<file path="src/rtl/hslrgb_pkg.sv">
`timescale 1ns / 1ps

package hslrgb_pkg;

   // fixed point: ONE stands for 1.0 on saturation, lightness and the outputs
   localparam int FRAC_BITS  = 16;
   localparam int ONE        = 1 << FRAC_BITS;
   localparam int HALF       = 1 << (FRAC_BITS - 1);

   // hue wheel: hue is scaled by six, so one sixth of a turn is SIXTH units
   localparam int HUE_BITS   = 16;
   localparam int SIXTH      = 1 << HUE_BITS;
   localparam int TURN       = 6 * SIXTH;
   localparam int HALF_U     = 1 << (HUE_BITS - 1);

   localparam int IN_W       = 18;             // signed Q2.16 inputs
   localparam int UNIT_W     = FRAC_BITS + 1;  // 0..ONE
   localparam int POS_W      = HUE_BITS + 3;   // 0..TURN-1
   localparam int SUM_W      = POS_W + 1;
   localparam int LS_W       = 2 * UNIT_W;     // l*s product
   localparam int WORK_W     = UNIT_W + 3;     // signed m1, m2, difference
   localparam int RAMP_W     = WORK_W + UNIT_W + 1;
   localparam int ALPHA_IN_W = 8;

   // pipeline stages
   localparam int NUM_STAGES = 5;
   localparam int ST_PREP    = 0;
   localparam int ST_MUL     = 1;
   localparam int ST_MIX     = 2;
   localparam int ST_RAMP    = 3;
   localparam int ST_OUT     = 4;

   typedef logic [UNIT_W-1:0]        unit_type;
   typedef logic [POS_W-1:0]         pos_type;
   typedef logic signed [WORK_W-1:0] work_type;

   typedef enum logic [1:0] {
      SEG_RISE = 2'd0,
      SEG_HIGH = 2'd1,
      SEG_FALL = 2'd2,
      SEG_LOW  = 2'd3
   } seg_type;

   typedef struct packed {
      seg_type  seg;
      unit_type x;
   } ramp_sel_type;

   typedef struct packed {
      logic [NUM_STAGES-1:0] load;
   } stage_ctrl_type;

   function automatic unit_type clamp_in(input logic signed [IN_W-1:0] v);
      unit_type r;
      if (v[IN_W-1]) begin
         r = '0;
      end else if (v[IN_W-2:0] > UNIT_W'(ONE)) begin
         r = UNIT_W'(ONE);
      end else begin
         r = v[IN_W-2:0];
      end
      return r;
   endfunction

   function automatic unit_type clamp_work(input work_type v);
      unit_type r;
      if (v < 0) begin
         r = '0;
      end else if (v > WORK_W'(ONE)) begin
         r = UNIT_W'(ONE);
      end else begin
         r = v[UNIT_W-1:0];
      end
      return r;
   endfunction

   // piecewise ramp: rising, flat high, falling, flat low
   function automatic ramp_sel_type decode_pos(input pos_type t);
      ramp_sel_type r;
      pos_type      fall;
      fall = POS_W'(4 * SIXTH) - t;
      r.x  = '0;
      if (t < POS_W'(SIXTH)) begin
         r.seg = SEG_RISE;
         r.x   = t[UNIT_W-1:0];
      end else if (t < POS_W'(3 * SIXTH)) begin
         r.seg = SEG_HIGH;
      end else if (t < POS_W'(4 * SIXTH)) begin
         r.seg = SEG_FALL;
         r.x   = fall[UNIT_W-1:0];
      end else begin
         r.seg = SEG_LOW;
      end
      return r;
   endfunction

   // round(a * 65536 / 255): 65536 = 255*257 + 1, so it is 257a plus one for a >= 128
   function automatic unit_type alpha_scale(input logic [ALPHA_IN_W-1:0] a);
      unit_type base;
      base = (UNIT_W'(a) << 8) + UNIT_W'(a);
      return base + UNIT_W'(a[ALPHA_IN_W-1]);
   endfunction

endpackage

</file>
<file path="src/rtl/hslrgb_front.sv">
`timescale 1ns / 1ps

module hslrgb_front (
   input  logic                                 clock,
   input  hslrgb_pkg::stage_ctrl_type           ctrl,
   input  logic [hslrgb_pkg::HUE_BITS-1:0]      hue,
   input  logic signed [hslrgb_pkg::IN_W-1:0]   saturation,
   input  logic signed [hslrgb_pkg::IN_W-1:0]   lightness,
   input  logic [hslrgb_pkg::ALPHA_IN_W-1:0]    alpha_byte,
   output hslrgb_pkg::unit_type                 sat_q,
   output hslrgb_pkg::unit_type                 light_q,
   output logic [hslrgb_pkg::LS_W-1:0]          prod_q,
   output hslrgb_pkg::pos_type                  pos_r_q,
   output hslrgb_pkg::pos_type                  pos_g_q,
   output hslrgb_pkg::pos_type                  pos_b_q,
   output hslrgb_pkg::unit_type                 alpha_q
);
   import hslrgb_pkg::*;

   unit_type sat_in,  sat_ff,  sat2_ff;
   unit_type light_in, light_ff, light2_ff;
   pos_type  pos_g_in, pos_g_ff, pos_g2_ff;
   pos_type  pos_r_in, pos_r_ff, pos_r2_ff;
   pos_type  pos_b_in, pos_b_ff, pos_b2_ff;
   unit_type alpha_in, alpha_ff, alpha2_ff;
   logic [LS_W-1:0]  prod_in, prod_ff;
   logic [SUM_W-1:0] sum_r, sum_b;

   // stage 1: clamp, hue times six, the two shifted positions and alpha scaling
   always_comb begin
      sat_in   = clamp_in(saturation);
      light_in = clamp_in(lightness);
      pos_g_in = (POS_W'(hue) << 2) + (POS_W'(hue) << 1);
      sum_r    = SUM_W'(pos_g_in) + SUM_W'(2 * SIXTH);
      sum_b    = SUM_W'(pos_g_in) + SUM_W'(4 * SIXTH);
      if (sum_r >= SUM_W'(TURN)) begin
         sum_r = sum_r - SUM_W'(TURN);
      end
      if (sum_b >= SUM_W'(TURN)) begin
         sum_b = sum_b - SUM_W'(TURN);
      end
      pos_r_in = sum_r[POS_W-1:0];
      pos_b_in = sum_b[POS_W-1:0];
      alpha_in = alpha_scale(alpha_byte);
   end

   always_ff @(posedge clock) begin
      if (ctrl.load[ST_PREP]) begin
         sat_ff   <= sat_in;
         light_ff <= light_in;
         pos_g_ff <= pos_g_in;
         pos_r_ff <= pos_r_in;
         pos_b_ff <= pos_b_in;
         alpha_ff <= alpha_in;
      end
   end

   // stage 2: l*s
   assign prod_in = LS_W'(light_ff) * LS_W'(sat_ff);

   always_ff @(posedge clock) begin
      if (ctrl.load[ST_MUL]) begin
         prod_ff   <= prod_in;
         sat2_ff   <= sat_ff;
         light2_ff <= light_ff;
         pos_g2_ff <= pos_g_ff;
         pos_r2_ff <= pos_r_ff;
         pos_b2_ff <= pos_b_ff;
         alpha2_ff <= alpha_ff;
      end
   end

   assign sat_q   = sat2_ff;
   assign light_q = light2_ff;
   assign prod_q  = prod_ff;
   assign pos_r_q = pos_r2_ff;
   assign pos_g_q = pos_g2_ff;
   assign pos_b_q = pos_b2_ff;
   assign alpha_q = alpha2_ff;

endmodule

</file>
<file path="src/rtl/hslrgb_mix.sv">
`timescale 1ns / 1ps

module hslrgb_mix (
   input  logic                          clock,
   input  hslrgb_pkg::stage_ctrl_type    ctrl,
   input  hslrgb_pkg::unit_type          sat,
   input  hslrgb_pkg::unit_type          light,
   input  logic [hslrgb_pkg::LS_W-1:0]   prod,
   input  hslrgb_pkg::pos_type           pos_r,
   input  hslrgb_pkg::pos_type           pos_g,
   input  hslrgb_pkg::pos_type           pos_b,
   input  hslrgb_pkg::unit_type          alpha,
   output hslrgb_pkg::work_type          m1_q,
   output hslrgb_pkg::work_type          m2_q,
   output hslrgb_pkg::ramp_sel_type      sel_r_q,
   output hslrgb_pkg::ramp_sel_type      sel_g_q,
   output hslrgb_pkg::ramp_sel_type      sel_b_q,
   output hslrgb_pkg::unit_type          alpha_q
);
   import hslrgb_pkg::*;

   logic [LS_W-1:0] ls_sum;
   work_type        ls_w, light_w, sat_w;
   work_type        m1_in, m1_ff, m2_in, m2_ff;
   ramp_sel_type    sel_r_ff, sel_g_ff, sel_b_ff;
   unit_type        alpha_ff;

   // stage 3: rounded l*s, then m2 and m1
   always_comb begin
      ls_sum  = prod + LS_W'(HALF);
      ls_w    = WORK_W'(ls_sum[LS_W-1:FRAC_BITS]);
      light_w = WORK_W'(light);
      sat_w   = WORK_W'(sat);
      if (light <= UNIT_W'(HALF)) begin
         m2_in = light_w + ls_w;
      end else begin
         m2_in = light_w + sat_w - ls_w;
      end
      m1_in = (light_w <<< 1) - m2_in;
   end

   always_ff @(posedge clock) begin
      if (ctrl.load[ST_MIX]) begin
         m1_ff    <= m1_in;
         m2_ff    <= m2_in;
         sel_r_ff <= decode_pos(pos_r);
         sel_g_ff <= decode_pos(pos_g);
         sel_b_ff <= decode_pos(pos_b);
         alpha_ff <= alpha;
      end
   end

   assign m1_q    = m1_ff;
   assign m2_q    = m2_ff;
   assign sel_r_q = sel_r_ff;
   assign sel_g_q = sel_g_ff;
   assign sel_b_q = sel_b_ff;
   assign alpha_q = alpha_ff;

endmodule

</file>
<file path="src/rtl/hslrgb_chan.sv">
`timescale 1ns / 1ps

module hslrgb_chan (
   input  logic                          clock,
   input  hslrgb_pkg::stage_ctrl_type    ctrl,
   input  hslrgb_pkg::work_type          m1,
   input  hslrgb_pkg::work_type          m2,
   input  hslrgb_pkg::ramp_sel_type      sel,
   output hslrgb_pkg::unit_type          level
);
   import hslrgb_pkg::*;

   work_type                  diff;
   logic signed [RAMP_W-1:0]  prod_in, prod_ff;
   logic signed [RAMP_W:0]    rnd_sum, rnd;
   work_type                  m1_ff, m2_ff, ramp;
   seg_type                   seg_ff;
   unit_type                  level_in, level_ff;

   // stage 4: (m2 - m1) * offset
   always_comb begin
      diff    = m2 - m1;
      prod_in = diff * $signed({1'b0, sel.x});
   end

   always_ff @(posedge clock) begin
      if (ctrl.load[ST_RAMP]) begin
         prod_ff <= prod_in;
         m1_ff   <= m1;
         m2_ff   <= m2;
         seg_ff  <= sel.seg;
      end
   end

   // stage 5: round, add to m1, pick the piece and clamp
   always_comb begin
      rnd_sum = (RAMP_W + 1)'(prod_ff) + (RAMP_W + 1)'(HALF_U);
      rnd     = rnd_sum >>> HUE_BITS;
      ramp    = m1_ff + WORK_W'(rnd);
      case (seg_ff)
         SEG_RISE: level_in = clamp_work(ramp);
         SEG_HIGH: level_in = clamp_work(m2_ff);
         SEG_FALL: level_in = clamp_work(ramp);
         SEG_LOW:  level_in = clamp_work(m1_ff);
         default:  level_in = clamp_work(m1_ff);
      endcase
   end

   always_ff @(posedge clock) begin
      if (ctrl.load[ST_OUT]) begin
         level_ff <= level_in;
      end
   end

   assign level = level_ff;

endmodule

</file>
<file path="src/rtl/hsl_to_rgb_convert_unit.sv">
`timescale 1ns / 1ps

// channel   | handshake            | payload
// ----------+----------------------+-------------------------------------------------
// req       | req_valid/req_ready  | req_hue, req_saturation, req_lightness, req_alpha_byte
// rsp       | rsp_valid/rsp_ready  | rsp_red, rsp_green, rsp_blue, rsp_alpha
//
// five register stages, one item per clock sustained while rsp_ready stays high; an item
// accepted passes through PREP, MUL, MIX, RAMP and OUT, and rsp_valid rises once it is in OUT
// the l*s multiply sits in a stage of its own; the three ramp multiplies share the RAMP stage
// reset is synchronous and clears only the stage valid bits
// a stalled rsp holds the output stage; earlier stages keep moving into empty
// slots, so req_ready drops only once every stage holds an item

module hsl_to_rgb_convert_unit (
   input  logic                                clock,
   input  logic                                reset,
   input  logic                                req_valid,
   output logic                                req_ready,
   input  logic [hslrgb_pkg::HUE_BITS-1:0]     req_hue,
   input  logic signed [hslrgb_pkg::IN_W-1:0]  req_saturation,
   input  logic signed [hslrgb_pkg::IN_W-1:0]  req_lightness,
   input  logic [hslrgb_pkg::ALPHA_IN_W-1:0]   req_alpha_byte,
   output logic                                rsp_valid,
   input  logic                                rsp_ready,
   output logic [hslrgb_pkg::UNIT_W-1:0]       rsp_red,
   output logic [hslrgb_pkg::UNIT_W-1:0]       rsp_green,
   output logic [hslrgb_pkg::UNIT_W-1:0]       rsp_blue,
   output logic [hslrgb_pkg::UNIT_W-1:0]       rsp_alpha
);
   import hslrgb_pkg::*;

   stage_ctrl_type        ctrl;
   logic [NUM_STAGES-1:0] valid_in, valid_ff;

   unit_type        sat_2, light_2, alpha_2, alpha_3;
   logic [LS_W-1:0] prod_2;
   pos_type         pos_r_2, pos_g_2, pos_b_2;
   work_type        m1_3, m2_3;
   ramp_sel_type    sel_r_3, sel_g_3, sel_b_3;
   unit_type        alpha4_ff, alpha5_ff;

   // a stage loads when it is empty or the stage after it loads too
   always_comb begin
      ctrl.load[ST_OUT] = !valid_ff[ST_OUT] || rsp_ready;
      for (int i = NUM_STAGES - 2; i >= 0; i--) begin
         ctrl.load[i] = !valid_ff[i] || ctrl.load[i+1];
      end
   end

   always_comb begin
      valid_in[ST_PREP] = ctrl.load[ST_PREP] ? req_valid : valid_ff[ST_PREP];
      for (int i = 1; i < NUM_STAGES; i++) begin
         valid_in[i] = ctrl.load[i] ? valid_ff[i-1] : valid_ff[i];
      end
   end

   always_ff @(posedge clock) begin
      if (reset) begin
         valid_ff <= '0;
      end else begin
         valid_ff <= valid_in;
      end
   end

   assign req_ready = ctrl.load[ST_PREP];
   assign rsp_valid = valid_ff[ST_OUT];

   // clamp, hue positions, l*s
   hslrgb_front u_front (
      .clock      (clock),
      .ctrl       (ctrl),
      .hue        (req_hue),
      .saturation (req_saturation),
      .lightness  (req_lightness),
      .alpha_byte (req_alpha_byte),
      .sat_q      (sat_2),
      .light_q    (light_2),
      .prod_q     (prod_2),
      .pos_r_q    (pos_r_2),
      .pos_g_q    (pos_g_2),
      .pos_b_q    (pos_b_2),
      .alpha_q    (alpha_2)
   );

   // m1, m2 and the ramp piece of each channel
   hslrgb_mix u_mix (
      .clock   (clock),
      .ctrl    (ctrl),
      .sat     (sat_2),
      .light   (light_2),
      .prod    (prod_2),
      .pos_r   (pos_r_2),
      .pos_g   (pos_g_2),
      .pos_b   (pos_b_2),
      .alpha   (alpha_2),
      .m1_q    (m1_3),
      .m2_q    (m2_3),
      .sel_r_q (sel_r_3),
      .sel_g_q (sel_g_3),
      .sel_b_q (sel_b_3),
      .alpha_q (alpha_3)
   );

   // one ramp per color channel
   hslrgb_chan u_chan_red (
      .clock (clock),
      .ctrl  (ctrl),
      .m1    (m1_3),
      .m2    (m2_3),
      .sel   (sel_r_3),
      .level (rsp_red)
   );

   hslrgb_chan u_chan_green (
      .clock (clock),
      .ctrl  (ctrl),
      .m1    (m1_3),
      .m2    (m2_3),
      .sel   (sel_g_3),
      .level (rsp_green)
   );

   hslrgb_chan u_chan_blue (
      .clock (clock),
      .ctrl  (ctrl),
      .m1    (m1_3),
      .m2    (m2_3),
      .sel   (sel_b_3),
      .level (rsp_blue)
   );

   // alpha is done early and just rides along
   always_ff @(posedge clock) begin
      if (ctrl.load[ST_RAMP]) begin
         alpha4_ff <= alpha_3;
      end
      if (ctrl.load[ST_OUT]) begin
         alpha5_ff <= alpha4_ff;
      end
   end

   assign rsp_alpha = alpha5_ff;

endmodule

</file>
<file path="config.mk">
export PLATFORM = sky130hd
export DESIGN_NAME = hsl_to_rgb_convert_unit
export DESIGN_NICKNAME = d
export VERILOG_FILES = /design/src/rtl/hslrgb_pkg.sv /design/src/rtl/hslrgb_front.sv /design/src/rtl/hslrgb_mix.sv /design/src/rtl/hslrgb_chan.sv /design/src/rtl/hsl_to_rgb_convert_unit.sv
export SDC_FILE = /design/constraint.sdc
export NUM_CORES = 2
export LEC_CHECK = 0
export BUFFER_PORTS_ARGS = -buffer_cell sky130_fd_sc_hd__buf_2
export CAP_MARGIN = 0
export CORE_ASPECT_RATIO = 0.6
export CORE_MARGIN = 4
export CORE_UTILIZATION = 56
export DETAILED_ROUTE_END_ITERATION = 10
export GPL_ROUTABILITY_DRIVEN = 0
export PLACE_DENSITY_LB_ADDON = 0.3
export SETUP_SLACK_MARGIN = 0.05
export SLEW_MARGIN = 25
export SYNTH_ARGS = -nofsm -noshare
export SYNTH_HDL_FRONTEND = slang
export SYNTH_SLANG_ARGS = --single-unit
</file>
<file path="constraint.sdc">
create_clock -name clock -period 11.89 [get_ports clock]
set_clock_uncertainty 0.1 [all_clocks]
set_input_delay 1.7835 -clock clock [delete_from_list [all_inputs] [get_ports clock]]
set_output_delay 1.7835 -clock clock [all_outputs]
set_load 0.005 [all_outputs]
</file>
==> impl_metrics.yaml <==
logic_synthesis:
  seq_area_frac_synth_pct: 20.77
  yosysUniqueCellTypes: 81
  synth_seq_cells: 468
  synth_top_family_by_area: "adder cells"
  syn_area_per_cell_sq_um: 9.736
  yosys.area_share.adder_pct: 43.40
  synthSimpleGateAreaFrac_pct: 15.23
  netlist_area_sq_um: 67420
  synth-main-ff-cell: "edfxtp_1"
  synthMuxAreaShare_pct: 0.3711
  synth_edf_count: 463
  synthArstFlopShare_pct: 0
  syn_inst: 6925
  yosys.area_share.xor_xnor_pct: 4.404
  synth-compound-area-share_pct: 6.200
  synth.net_count: 8661
  ys_warn_count: 0
job:
  cap_violations: 0
floorplan:
  coreArea_sq_um: 119300
  die_y_um: 276.8
  die_area_sq_um: 126200
  initial_core_util_pct: 56.51
  core.rowCount: 98
  die_w_um: 456.0
  pin_count: 134
timing:
  period_share_pct: 90.66
  max_slew_margin_pct: 13.82
  period_needed_ns: 10.78
  slew_violations: 0
  final_hold_viol_count: 0
  fin_ws_ns: 1.110
  max_freq_mhz: 92.77
  tightest_slew_ns: 1.282
  rsz0062_at_grt: "no"
  tns_ns: 0
  finalSetupViolCount: 0
layout:
  seqCellArea_sq_um: 14000
  final_common_cell: "inv_1"
  nets: 8646
  fin_cells: 8553
  fill_cells: 9901
  post-route-util_pct: 60.01
  layout_common_cells: "1453 x inv_1, 1091 x fa_1, 712 x nand2_1"
  syn2layout_area_growth_pct: 6.187
  drive_above_1_share_pct: 5.396
  multi_input_area_sq_um: 47200
detailed_routing:
  drtIter0Drc: 5095
  vias: 48649
  wl_mm: 184.0
  wl_per_cell_um: 21.52
  via_per_inst: 5.688
  drc: 0
  ant_nets: 0
  dr.pass1.iters: 8
clocking:
  clock_path_buffers: 3
  clock_sink_count: 468
  root_buffer: "clkbuf_16"
  cts_buffers: 50
  htree_levels: 2
  clk_pin_slew_ns: 0.07
  clock_latency_ns: 0.67
  postCtsSetupBuffers: 0
  cts_tree: "yes"
  cts_resized: 0
  hold_buffers: 0
global_route:
  grt_use_total_pct: 29.48
  antenna_found_initial: 9
  grt_pass1_vias: 50063
  grt_pass1_wl_mm: 290.6
  grt_max_degree: 73
  grt-ovfl-total: 0
outcome:
  outcome: "complete, no violations"
worst_setup_path:
  worstPathArrival_ns: 11.07
  path_max_fanout: 27
  cp-end-kind: "flip-flop"
  critPathMaxStageDelay_ns: 0.63
  cp_slowest_cell: "xor2_4"
  critPathKind: "flip-flop to flip-flop"
  start_kind: "flip-flop"
  path_common_cell: "fa_1"
  crit_required_ns: 12.18
place:
  port_buffers: 133
  pre_cts_slack_ns: 1.231
  post-dp-hpwl_mm: 147.4
  dp.cells: 8456
worst_hold_path:
  worstHoldPathType: "flip-flop to flip-flop"
critical path, delay by kind of cell (launching register included):
| family | cells | cell delay, ns |
|---|---|---|
| and+or+nand+nor | 2 | 0.42 |
| adders and majority gates | 8 | 3.57 |
| buffers and inverters | 5 | 0.71 |
| DFF | 1 | 0.39 |
| xor gates and xnor gates | 2 | 0.72 |
| AOI/OAI and AO/OA | 15 | 4.63 |
worst paths after layout:
path / cells after the start / startpoint / slack (ns) / end
worst max register to register: 32 / u_mix.m2_q[2] / 1.11 / u_chan_red.prod_ff[35]
worst min register to register: 0 / u_front.pos_r_ff[18] / 0.30 / u_front.pos_r_q[18]
worst max-delay path: 32 / u_mix.m2_q[2] / 1.11 / u_chan_red.prod_ff[35]
worst min-delay path: 0 / u_front.pos_r_ff[18] / 0.30 / u_front.pos_r_q[18]
registers in the layout, indices dropped and copies added (netlist names), 18 cells and up:
| name | cells |
|---|---|
| u_chan_green.m1_ff | 19 |
| u_mix.sel_r_q | 18 |
| u_front.prod_q | 19 |
| u_front.pos_g_q | 18 |
| u_chan_red.prod_ff | 21 |
| u_chan_green.m2_ff | 20 |
| u_front.pos_g_ff | 18 |
| u_mix.m2_q | 20 |
| u_mix.sel_g_q | 18 |
| u_chan_blue.prod_ff | 21 |
| u_chan_green.prod_ff | 21 |
| u_mix.m1_q | 19 |
| u_mix.sel_b_q | 18 |
metrics by stage:
step	hold slack [ns]	instance area, sq um
global placement	0.3028	69850
finish	0.3047	71600
CTS	0.3090	71530
global route	0.3227	71590
floorplan	0.3003	67420
detailed placement	0.3045	69860
Yosys cell counts (17+ instances only):
library cell / n / share of area [%]
o31ai_1: 42 / 0.47
nand4_1: 20 / 0.19
a211oi_1: 19 / 0.21
xnor2_1: 238 / 3.1
fa_1: 1091 / 32
xor2_1: 101 / 1.3
nand2_1: 714 / 4.0
nor2_1: 239 / 1.3
o22ai_1: 22 / 0.20
and3_1: 38 / 0.35
clkbuf_1: 255 / 1.4
o21bai_1: 17 / 0.19
edfxtp_1: 463 / 21
and2_1: 628 / 5.8
nor2b_1: 74 / 0.69
a31oi_1: 27 / 0.25
nor4_1: 28 / 0.26
a21oi_1: 140 / 1.0
ha_1: 581 / 11
nand2b_1: 29 / 0.27
a21o_1: 55 / 0.61
inv_1: 1455 / 8.1
nor3_1: 74 / 0.55
nand3_1: 126 / 0.94
a22o_1: 23 / 0.30
o21a_1: 40 / 0.45
o21ai_0: 141 / 1.0
or3_1: 30 / 0.28
final cells by class:
cell class              instances  area share [%]
clock buffers                  58           1.804
diodes                          3         0.01049
clock inverters                34          0.5278
multi-input cells            4731           65.93
repair buffers                203           1.737
well taps                    1600           2.796
flip-flops and latches        468           19.56
inverters                    1456           7.639
layer usage:
metal	routed length (um)	track usage [%]	vias to the layer above	share of wire, %
met5	134	0.6379	-	0.073
met4	3930	5.868	6	2.1
met3	28070	11.96	288	15
met2	71750	39.81	2698	39
met1	80130	44.45	24046	44
li1	-	-	21611	-
logic make-up after synthesis:
family          Yosys count
simple gates           2049
buf+inv                1726
fa+ha+maj              1687
compound gates          633
flops                   468
xor+xnor                339
mux                      23
Power is left out: the tool's default activity adds up to more than one toggle a clock period on the data nets, which glitch-free logic cannot reach.
